==> src/sv/hsl2rgb_pkg.sv <==
package hsl2rgb_pkg;

  localparam int FracBits   = 12;
  localparam int HueW       = 16;
  localparam int SatW       = 14;
  localparam int ChanW      = 8;
  localparam int UnitW      = FracBits + 1;
  localparam int HueFull    = 23040;
  localparam int HueSector  = 3840;
  localparam int WrapW      = 15;
  localparam int RampW      = 12;
  localparam int CnW        = 2 * FracBits + 1;
  localparam int BaseW      = 2 * FracBits + 2;
  localparam int NumW       = 2 * FracBits + 13;
  localparam int ScaleShift = 2 * FracBits + 8;
  localparam int OutLatency = 5;

  localparam logic [UnitW-1:0] One = {1'b1, {FracBits{1'b0}}};

  // 60-degree sectors, named by the color span they cover
  typedef enum logic [2:0] {
    SecRedYel = 3'd0,
    SecYelGrn = 3'd1,
    SecGrnCyn = 3'd2,
    SecCynBlu = 3'd3,
    SecBluMag = 3'd4,
    SecMagRed = 3'd5
  } sector_e;

  typedef struct packed {
    sector_e          sector;
    logic [RampW-1:0] ramp;
  } hue_info_t;

  function automatic logic [UnitW-1:0] clamp_unit(logic signed [SatW-1:0] v);
    logic [UnitW-1:0] r;
    if (v[SatW-1]) begin
      r = '0;
    end else if (int'(v) > (1 << FracBits)) begin
      r = One;
    end else begin
      r = UnitW'(v);
    end
    return r;
  endfunction

endpackage

==> src/sv/hsl2rgb_hue_sector.sv <==
module hsl2rgb_hue_sector import hsl2rgb_pkg::*; (
  input  logic [WrapW-1:0] hue_i,
  output hue_info_t        info_o
);

  sector_e          sec;
  logic [WrapW-1:0] base;
  logic [RampW-1:0] rem;

  always_comb begin
    sec  = SecRedYel;
    base = '0;
    priority if (hue_i >= WrapW'(5 * HueSector)) begin
      sec  = SecMagRed;
      base = WrapW'(5 * HueSector);
    end else if (hue_i >= WrapW'(4 * HueSector)) begin
      sec  = SecBluMag;
      base = WrapW'(4 * HueSector);
    end else if (hue_i >= WrapW'(3 * HueSector)) begin
      sec  = SecCynBlu;
      base = WrapW'(3 * HueSector);
    end else if (hue_i >= WrapW'(2 * HueSector)) begin
      sec  = SecGrnCyn;
      base = WrapW'(2 * HueSector);
    end else if (hue_i >= WrapW'(HueSector)) begin
      sec  = SecYelGrn;
      base = WrapW'(HueSector);
    end else begin
      sec  = SecRedYel;
      base = '0;
    end
    rem = RampW'(hue_i - base);
    info_o.sector = sec;
    // rising ramp in even sectors, falling in odd ones
    info_o.ramp   = sec[0] ? (RampW'(HueSector) - rem) : rem;
  end

endmodule

==> src/sv/hsl_to_rgb_converter_core.sv <==
// channel  dir  signals                                  handshake
// input    in   hue_i, saturation_i, lightness_i         start / busy
// result   out  red_o, green_o, blue_o                   valid_o strobe, one cycle
//
// five register stages: wrap and clamp, chroma multiply, ramp multiply,
// channel select and sum, scale by 255.
// one pixel per clock; the result strobe is the end of the valid chain v1_q to v5_q,
// which runs alongside the data stages.
// busy stays low: the pipeline never stalls, the receiver cannot hold off.
// reset clears only the valid bits; data registers are not reset.
module hsl_to_rgb_converter_core import hsl2rgb_pkg::*; (
  input  logic                    clk_i,
  input  logic                    rst_ni,
  input  logic                    start,
  output logic                    busy,
  input  logic signed [HueW-1:0]  hue_i,
  input  logic signed [SatW-1:0]  saturation_i,
  input  logic signed [SatW-1:0]  lightness_i,
  output logic                    valid_o,
  output logic [ChanW-1:0]        red_o,
  output logic [ChanW-1:0]        green_o,
  output logic [ChanW-1:0]        blue_o
);

  function automatic logic [ChanW-1:0] to_byte(logic [NumW-1:0] n);
    logic [NumW+4:0]            scaled;
    logic [NumW+4-ScaleShift:0] top;
    logic [ChanW-1:0]           r;
    // 255 / (15 * 2^(2F+8)) reduces to 17 / 2^(2F+8)
    scaled = {n, 4'b0} + (NumW+5)'(n);
    top    = scaled[NumW+4:ScaleShift];
    if (|top[NumW+4-ScaleShift:ChanW]) begin
      r = '1;
    end else begin
      r = top[ChanW-1:0];
    end
    return r;
  endfunction

  logic v1_q, v2_q, v3_q, v4_q, v5_q;

  // stage 1: hue wrap, clamps
  logic signed [HueW:0] hx, hw;
  logic [WrapW-1:0]     hue1_d, hue1_q;
  logic [UnitW-1:0]     sat1_q, lit1_q;

  always_comb begin
    hx = {hue_i[HueW-1], hue_i};
    priority if (hx < -(HueW+1)'(HueFull)) begin
      hw = hx + (HueW+1)'(2 * HueFull);
    end else if (hx < 0) begin
      hw = hx + (HueW+1)'(HueFull);
    end else if (hx >= (HueW+1)'(HueFull)) begin
      hw = hx - (HueW+1)'(HueFull);
    end else begin
      hw = hx;
    end
    hue1_d = WrapW'(hw);
  end

  always_ff @(posedge clk_i) begin
    hue1_q <= hue1_d;
    sat1_q <= clamp_unit(saturation_i);
    lit1_q <= clamp_unit(lightness_i);
  end

  // stage 2: sector and ramp, chroma numerator
  hue_info_t                hinfo;
  hue_info_t                hinfo2_q;
  logic signed [UnitW+1:0]  dl;
  logic [UnitW:0]           dabs;
  logic [UnitW-1:0]         span;
  logic [CnW-1:0]           cn2_d, cn2_q;
  logic [UnitW-1:0]         lit2_q;

  hsl2rgb_hue_sector u_hue_sector (
    .hue_i  (hue1_q),
    .info_o (hinfo)
  );

  always_comb begin
    dl    = $signed({1'b0, lit1_q, 1'b0}) - $signed({2'b0, One});
    dabs  = dl[UnitW+1] ? (UnitW+1)'(-dl) : (UnitW+1)'(dl);
    span  = One - UnitW'(dabs);
    cn2_d = CnW'(span) * CnW'(sat1_q);
  end

  always_ff @(posedge clk_i) begin
    hinfo2_q <= hinfo;
    cn2_q    <= cn2_d;
    lit2_q   <= lit1_q;
  end

  // stage 3: chroma, ramp product, offset terms
  logic [BaseW-1:0] base3;
  logic [NumW-1:0]  cc3_q, cx3_q, bm3_q;
  sector_e          sec3_q;

  always_comb begin
    base3 = (BaseW'(lit2_q) << (FracBits + 1)) - BaseW'(cn2_q);
  end

  always_ff @(posedge clk_i) begin
    cc3_q  <= (NumW'(cn2_q) << 12) - (NumW'(cn2_q) << 8);
    cx3_q  <= NumW'(cn2_q) * NumW'(hinfo2_q.ramp);
    bm3_q  <= (NumW'(base3) << 11) - (NumW'(base3) << 7);
    sec3_q <= hinfo2_q.sector;
  end

  // stage 4: order the components by sector and add the offset
  logic [NumW-1:0] r4, g4, b4;
  logic [NumW-1:0] nr4_q, ng4_q, nb4_q;

  always_comb begin
    unique case (sec3_q)
      SecRedYel: begin r4 = cc3_q; g4 = cx3_q; b4 = '0;    end
      SecYelGrn: begin r4 = cx3_q; g4 = cc3_q; b4 = '0;    end
      SecGrnCyn: begin r4 = '0;    g4 = cc3_q; b4 = cx3_q; end
      SecCynBlu: begin r4 = '0;    g4 = cx3_q; b4 = cc3_q; end
      SecBluMag: begin r4 = cx3_q; g4 = '0;    b4 = cc3_q; end
      default:   begin r4 = cc3_q; g4 = '0;    b4 = cx3_q; end
    endcase
  end

  always_ff @(posedge clk_i) begin
    nr4_q <= r4 + bm3_q;
    ng4_q <= g4 + bm3_q;
    nb4_q <= b4 + bm3_q;
  end

  // stage 5: scale to bytes
  always_ff @(posedge clk_i) begin
    red_o   <= to_byte(nr4_q);
    green_o <= to_byte(ng4_q);
    blue_o  <= to_byte(nb4_q);
  end

  always_ff @(posedge clk_i or negedge rst_ni) begin
    if (!rst_ni) begin
      v1_q <= 1'b0;
      v2_q <= 1'b0;
      v3_q <= 1'b0;
      v4_q <= 1'b0;
      v5_q <= 1'b0;
    end else begin
      v1_q <= start && !busy;
      v2_q <= v1_q;
      v3_q <= v2_q;
      v4_q <= v3_q;
      v5_q <= v4_q;
    end
  end

  assign busy    = 1'b0;
  assign valid_o = v5_q;

endmodule

==> config.mk <==
export PLATFORM = sky130hd
export DESIGN_NAME = hsl_to_rgb_converter_core
export DESIGN_NICKNAME = d
export VERILOG_FILES = /design/src/sv/hsl2rgb_pkg.sv /design/src/sv/hsl2rgb_hue_sector.sv /design/src/sv/hsl_to_rgb_converter_core.sv
export SDC_FILE = /design/constraint.sdc
export NUM_CORES = 2
export LEC_CHECK = 0
export BUFFER_PORTS_ARGS = -buffer_cell sky130_fd_sc_hd__buf_2
export CAP_MARGIN = 10
export CORE_ASPECT_RATIO = 2
export CORE_MARGIN = 10
export CORE_UTILIZATION = 43
export DETAILED_ROUTE_END_ITERATION = 7
export GPL_ROUTABILITY_DRIVEN = 1
export MAX_ROUTING_LAYER = met4
export PLACE_DENSITY = 0.55
export SLEW_MARGIN = 20
export SYNTH_ARGS = -nofsm -noshare
export SYNTH_HDL_FRONTEND = slang
export SYNTH_HIERARCHICAL = 1
export SYNTH_SLANG_ARGS = --single-unit
==> constraint.sdc <==
create_clock -name clk_i -period 8.1 [get_ports clk_i]
set_input_delay 1.215 -clock clk_i [delete_from_list [all_inputs] [get_ports clk_i]]
set_output_delay 1.215 -clock clk_i [all_outputs]
set_load 0.02 [all_outputs]
# Yosys cells after proc, flatten, opt, wreduce, memory -nomap -nowiden
# Cells that the tools add are included.
[classes] add_sub_neg=17 mul=2 order_cmp=10 eq_ne=4 muxes=20 reduce_logical=13
[ops] op="$pmux W37 S2" count=3
[ops] op="$add A41 B37 Y42" count=3
[ops] op="$add A37 B37 Y37" count=3
[ops] op="$sub A37 B33 Y37" count=2
[ops] op="$mux W12" count=6
[ops] op="$mux W15" count=3
[ops] op="$mux W13" count=3
[ops] op="$mul A25 B12 Y37" count=1
[ops] op="$add A15 B15 Y15 const B" count=2
[ops] op="$ge A15 B14 Y1 const B" count=2
[ops] op="$gt A14 B14 Y1 const B" count=2
[ops] op="$sub A26 B25 Y26" count=1
[ops] op="$mul A13 B13 Y25" count=1
[ops] op="$reduce_or A2 Y1" count=12
[ops] op="$ge A16 B16 Y1 const B" count=1
[ops] op="$lt A16 B1 Y1 const B" count=1
[ops] op="$lt A16 B16 Y1 const B" count=1
[ops] op="$ge A15 B12 Y1 const B" count=1
[ops] op="$ge A15 B13 Y1 const B" count=1
[ops] op="$ge A15 B15 Y1 const B" count=1
[ops] op="$sub A14 B13 Y15 const B" count=1
[ops] op="$sub A15 B15 Y15 const B" count=1
[ops] op="$neg A13 Y13" count=1
[ops] op="$sub A13 B13 Y13 const A" count=1
[ops] op="other kinds (8)" count=12
[word_totals] register_bits=348 input_bits=47 out_inout_bits=26 word_cells=91

# Depth between registers and ports, before layout
[logic_depth] depth_word=9 mapped_depth=30 mapped_depth_nobuf=28

# Modules after synthesis
# Netlist, hierarchy kept.
[by_module_without_submodules] mod="hsl_to_rgb_converter_core" instances=1 cells_each=3580 area_each_um2=32042.0 seq_area_each_um2=6531.3
[by_module_without_submodules] mod="hsl2rgb_hue_sector" instances=1 cells_each=76 area_each_um2=525.5 seq_area_each_um2=0.0

# Least setup slack after synthesis
# OpenSTA, ideal clock, no wires.
[synth_path] kind="reg-to-reg" from="register lit1_q[0]" to="register cn2_q[24]" setup_time_ns=0.120 arrival_time_ns=6.463 required_ns=7.980 path_slack_ns=1.516 path_stages_with_launch=29 path_buffers=2 period_less_slack_ns=6.584 path_cell_list="dfxtp_1 clkbuf_1 inv_1 ha_1 nor2b_1 a21oi_1 xnor2_1 o2111ai_1 nor2_1 xor2_1 clkbuf_1 nand2_1 fa_1 fa_1 inv_1 fa_1 fa_1 inv_1 fa_1 inv_1 ha_1 and3_1 and3_1 and3_1 nor2_1 a21oi_1 a211oi_1 a21oi_1 xnor2_1"
[synth_between] elab_chain_cells=5
[synth_lines] element="start: declaration" line_no="hsl_to_rgb_converter_core.sv:45" source="logic [UnitW-1:0] sat1_q, lit1_q;"
[synth_lines] element="start signal: assignment" line_no="hsl_to_rgb_converter_core.sv:64" source="lit1_q <= clamp_unit(lightness_i);"
[synth_lines] element="$sub A14 B13 Y15 *" line_no="hsl_to_rgb_converter_core.sv:82" source="dl = $signed({1'b0, lit1_q, 1'b0}) - $signed({2'b0, One});"
[synth_lines] element="$neg A13 Y13" line_no="hsl_to_rgb_converter_core.sv:83" source="dabs = dl[UnitW+1] ? (UnitW+1)'(-dl) : (UnitW+1)'(dl);"
[synth_lines] element="$mux W13 *" line_no="hsl_to_rgb_converter_core.sv:83"
[synth_lines] element="$sub A13 B13 Y13 *" line_no="hsl_to_rgb_converter_core.sv:84" source="span = One - UnitW'(dabs);"
[synth_lines] element="$mul A13 B13 Y25 *" line_no="hsl_to_rgb_converter_core.sv:85" source="cn2_d = CnW'(span) * CnW'(sat1_q);"
[synth_lines] element="net cn2_d[24]" line_no="hsl_to_rgb_converter_core.sv:73" source="logic [CnW-1:0] cn2_d, cn2_q;"
[synth_lines] element="end signal: assignment" line_no="hsl_to_rgb_converter_core.sv:90" source="cn2_q <= cn2_d;"
[synth_lines] element="end: declaration" line_no="hsl_to_rgb_converter_core.sv:73"
# Mark *: on every way through the listed nets, which the timed path passes. The rest lies on a longest branch.
# A chain may end at the register's enable or synchronous reset.

# Worst setup path in the final report
[layout_path] from="register lit1_q[1]" to="register cn2_q[24]"
# Same word-level chain as after synthesis.

==> results_dict.tcl <==
set metrics [dict create \
    status "completed" \
    antenna_found_initial 0 \
    start_util_pct 43.4 \
    syn-instance-count 3656 \
    final.setup.tns_ns 0 \
    wirelength_um 92300 \
    antenna_cells 0 \
    synth_fp_nets 4419 \
    io_buffers 71 \
    clk_latency_ns 0.58 \
    postCtsHoldBufs 0 \
    netlist_area_um2 32600 \
    rsz0062_at_grt "false" \
    globalplace.congestion 0.938 \
    die_h_um 409 \
    synthMostInstantiatedCell "inv_1" \
    vias 25400 \
    cts-resized-gates 0 \
    yosysUniqueCellTypes 91 \
    crit_fanout 13 \
    ys_ff_latch 325 \
    synthAdderAreaFrac_pct 35.2 \
    path_class "flop to flop" \
    crit_arrival_ns 7.42 \
    post_cts_buffers 0 \
    slew_headroom_pct 35.3 \
    crit_path_frequent_cell "fa_1" \
    holdPathStages 0 \
    max_stage_delay_ns 0.53 \
    synth_top_area_share_pct 20.5 \
    synthXorXnorAreaFrac_pct 6.27 \
    skew_ns 0.0204 \
    cts_buffers 35 \
    worstMarginPinSlew_ns 0.969 \
    io_pins 73 \
    hp-start "hinfo2_q[12]" \
    rows 142 \
    crit_required_ns 8.56 \
    ys_warn_count 6 \
    ys_top_cells_by_count "448 x inv_1, 383 x ha_1, 383 x nand2_1" \
    yosysTopAreaCell "fa_1" \
    synth_mux_area_share_pct 0.284 \
    dp_hpwl_um 77100 \
    critPathLaunchType "flop" \
    cts-htree-levels 2 \
    clock_path_buffers 3 \
    postSynth.asyncResetShare_pct 1.54 \
    cts.sinks 325 \
    dr.pass1.iters 5 \
    drc_errors 0 \
    grt_max_degree 37 \
    synth_top_family_by_area "adder cells" \
    drtIter0Drc 1037 \
    finalCriticalPeriod_ns 6.96 \
    maxSlewViolCount 0 \
    synth_flop_cell "dfxtp_1" \
    wire_per_inst_um 19.5 \
    vias_per_cell 5.39 \
    grt_pass1_vias 27600 \
    max_freq_ghz 0.144 \
    critPathCaptureType "flop" \
    grt_overflow 0 \
    root_buffer "clkbuf_16" \
    max-cap-violations 0 \
    final_cells 4724 \
    grt_usage_pct 21.6 \
    reg2reg_depth 27 \
    setup_violations 0 \
    die_w_um 215 \
    cts_tree "yes" \
    clkTransAtPathRegs_ns 0.07 \
    final_antenna_net_count 0 \
    syn_area_per_cell_um2 8.91 \
    grt_pass1_wl_um 146000 \
    fin_nets 4453 \
    ys_seq_area_share_pct 20.1 \
    syn_to_final_growth_pct 8.45 \
    cpMaxStageDelayCell "fa_1" \
    drive_above_1_share_pct 5.76 \
    yosys.area_share.simple_pct 16.2 \
    fillCellCount 7500 \
    timing.final.crit_share_pct 86.0 \
    synth_area_leaders "fa_1 20%, dfxtp_1 20%, ha_1 15%" \
    dieArea_um2 87800 \
    hold_viol 0 \
    synth_enable_flop_cells 0 \
    r2r_slack_ns 1.14 \
    setup.worst_path.end "cn2_q[24]" \
    rr_startpoint "lit1_q[1]" \
    r2r_end "cn2_q[24]" \
    place_inst 4661 \
    hold_path.class "flop to flop" \
    core-area_um2 75000 \
    synth_compound_area_share_pct 15.4 \
    cp-startpoint "lit1_q[1]" \
]
-- critical path: cells and delay by family (launching register included) --
| kind | cells | cell delay, ns |
|---|---|---|
| adder cells (fa/ha/maj) | 7 | 3.08 |
| XOR/XNOR | 3 | 0.56 |
| flip-flops | 1 | 0.41 |
| buffers and inverters | 5 | 0.47 |
| AO/OA/AOI/OAI | 5 | 0.97 |
| AND/OR/NAND/NOR | 7 | 1.35 |
-- final cells by class --
| class | instances | area [um2] | share of cell area, % |
|---|---|---|---|
| Clock inverter | 21 | 287 | 0.811 |
| Inverter | 449 | 1690 | 4.77 |
| Sequential cell | 325 | 6530 | 18.5 |
| Clock buffer | 42 | 963 | 2.73 |
| Multi-Input combinational cell | 2764 | 23900 | 67.7 |
| Timing Repair Buffer | 115 | 686 | 1.94 |
| Tap cell | 1008 | 1260 | 3.57 |
-- sequential cells by signal, indices dropped and copies added (netlist names), 24 cells and up --
signal  cells
cx3_q      36
nb4_q      36
ng4_q      36
nr4_q      36
bm3_q      29
cc3_q      27
cn2_q      24
-- through the flow --
stage / area (um2) / setup slack, ns / util, % / hold WS, ns
finish: 35300 / 1.14 / 47.1 / 0.330
detailed placement: 34100 / 1.13 / 45.4 / 0.313
global route: 35300 / 0.590 / 47.1 / 0.334
global placement: 34100 / 1.20 / 45.4 / 0.311
floorplan: 32600 / 1.52 / - / 0.310
CTS: 35300 / 1.07 / 47.1 / 0.329
-- worst min path at each step --
stage                end  slack, ns
2_1_floorplan  sec3_q[0]       0.31
3_3_place_gp   sec3_q[0]       0.31
3_5_place_dp   sec3_q[0]       0.31
4_1_cts        sec3_q[0]       0.33
5_1_grt        sec3_q[0]       0.33
6_report       sec3_q[0]       0.33
-- cell usage in the layout, fill, tap and decap left out, types with 10 or more instances in the layout --
master,instances
nor4_1,21
o211ai_1,18
or3_1,11
buf_2,71
o21a_1,38
xor2_1,66
inv_1,448
o21ai_0,108
a211oi_1,33
dfxtp_1,320
nand4_1,21
and3_1,28
nand3_1,58
nor3_1,64
a22o_1,81
clkbuf_16,36
a31oi_1,25
o21ai_1,15
nand2_1,383
buf_4,44
nor2b_1,38
nor2_1,157
fa_1,333
ha_1,383
xnor2_1,166
and2_1,208
a21oi_1,183
nand2b_1,29
o21bai_1,26
a21o_1,91
nor3b_1,10
-- cells by family (layout without fill, tap and decap cells) --
family	Yosys count	count (layout)
compound gates	735	735
buf+inv	567	627
mux	9	9
xor+xnor	233	233
other cells	1	1
flops	325	325
fa+ha+maj	716	716
simple gates	1070	1070
-- metal layers --
metal	track usage, %	wire [um]
met4	11.4	5280
met2	44.7	55000
met3	1.82	1820
met5	-	0
met1	18.5	30200
Power is left out: the tool's default activity adds up to more than one toggle a clock period on the data nets, which glitch-free logic cannot reach.
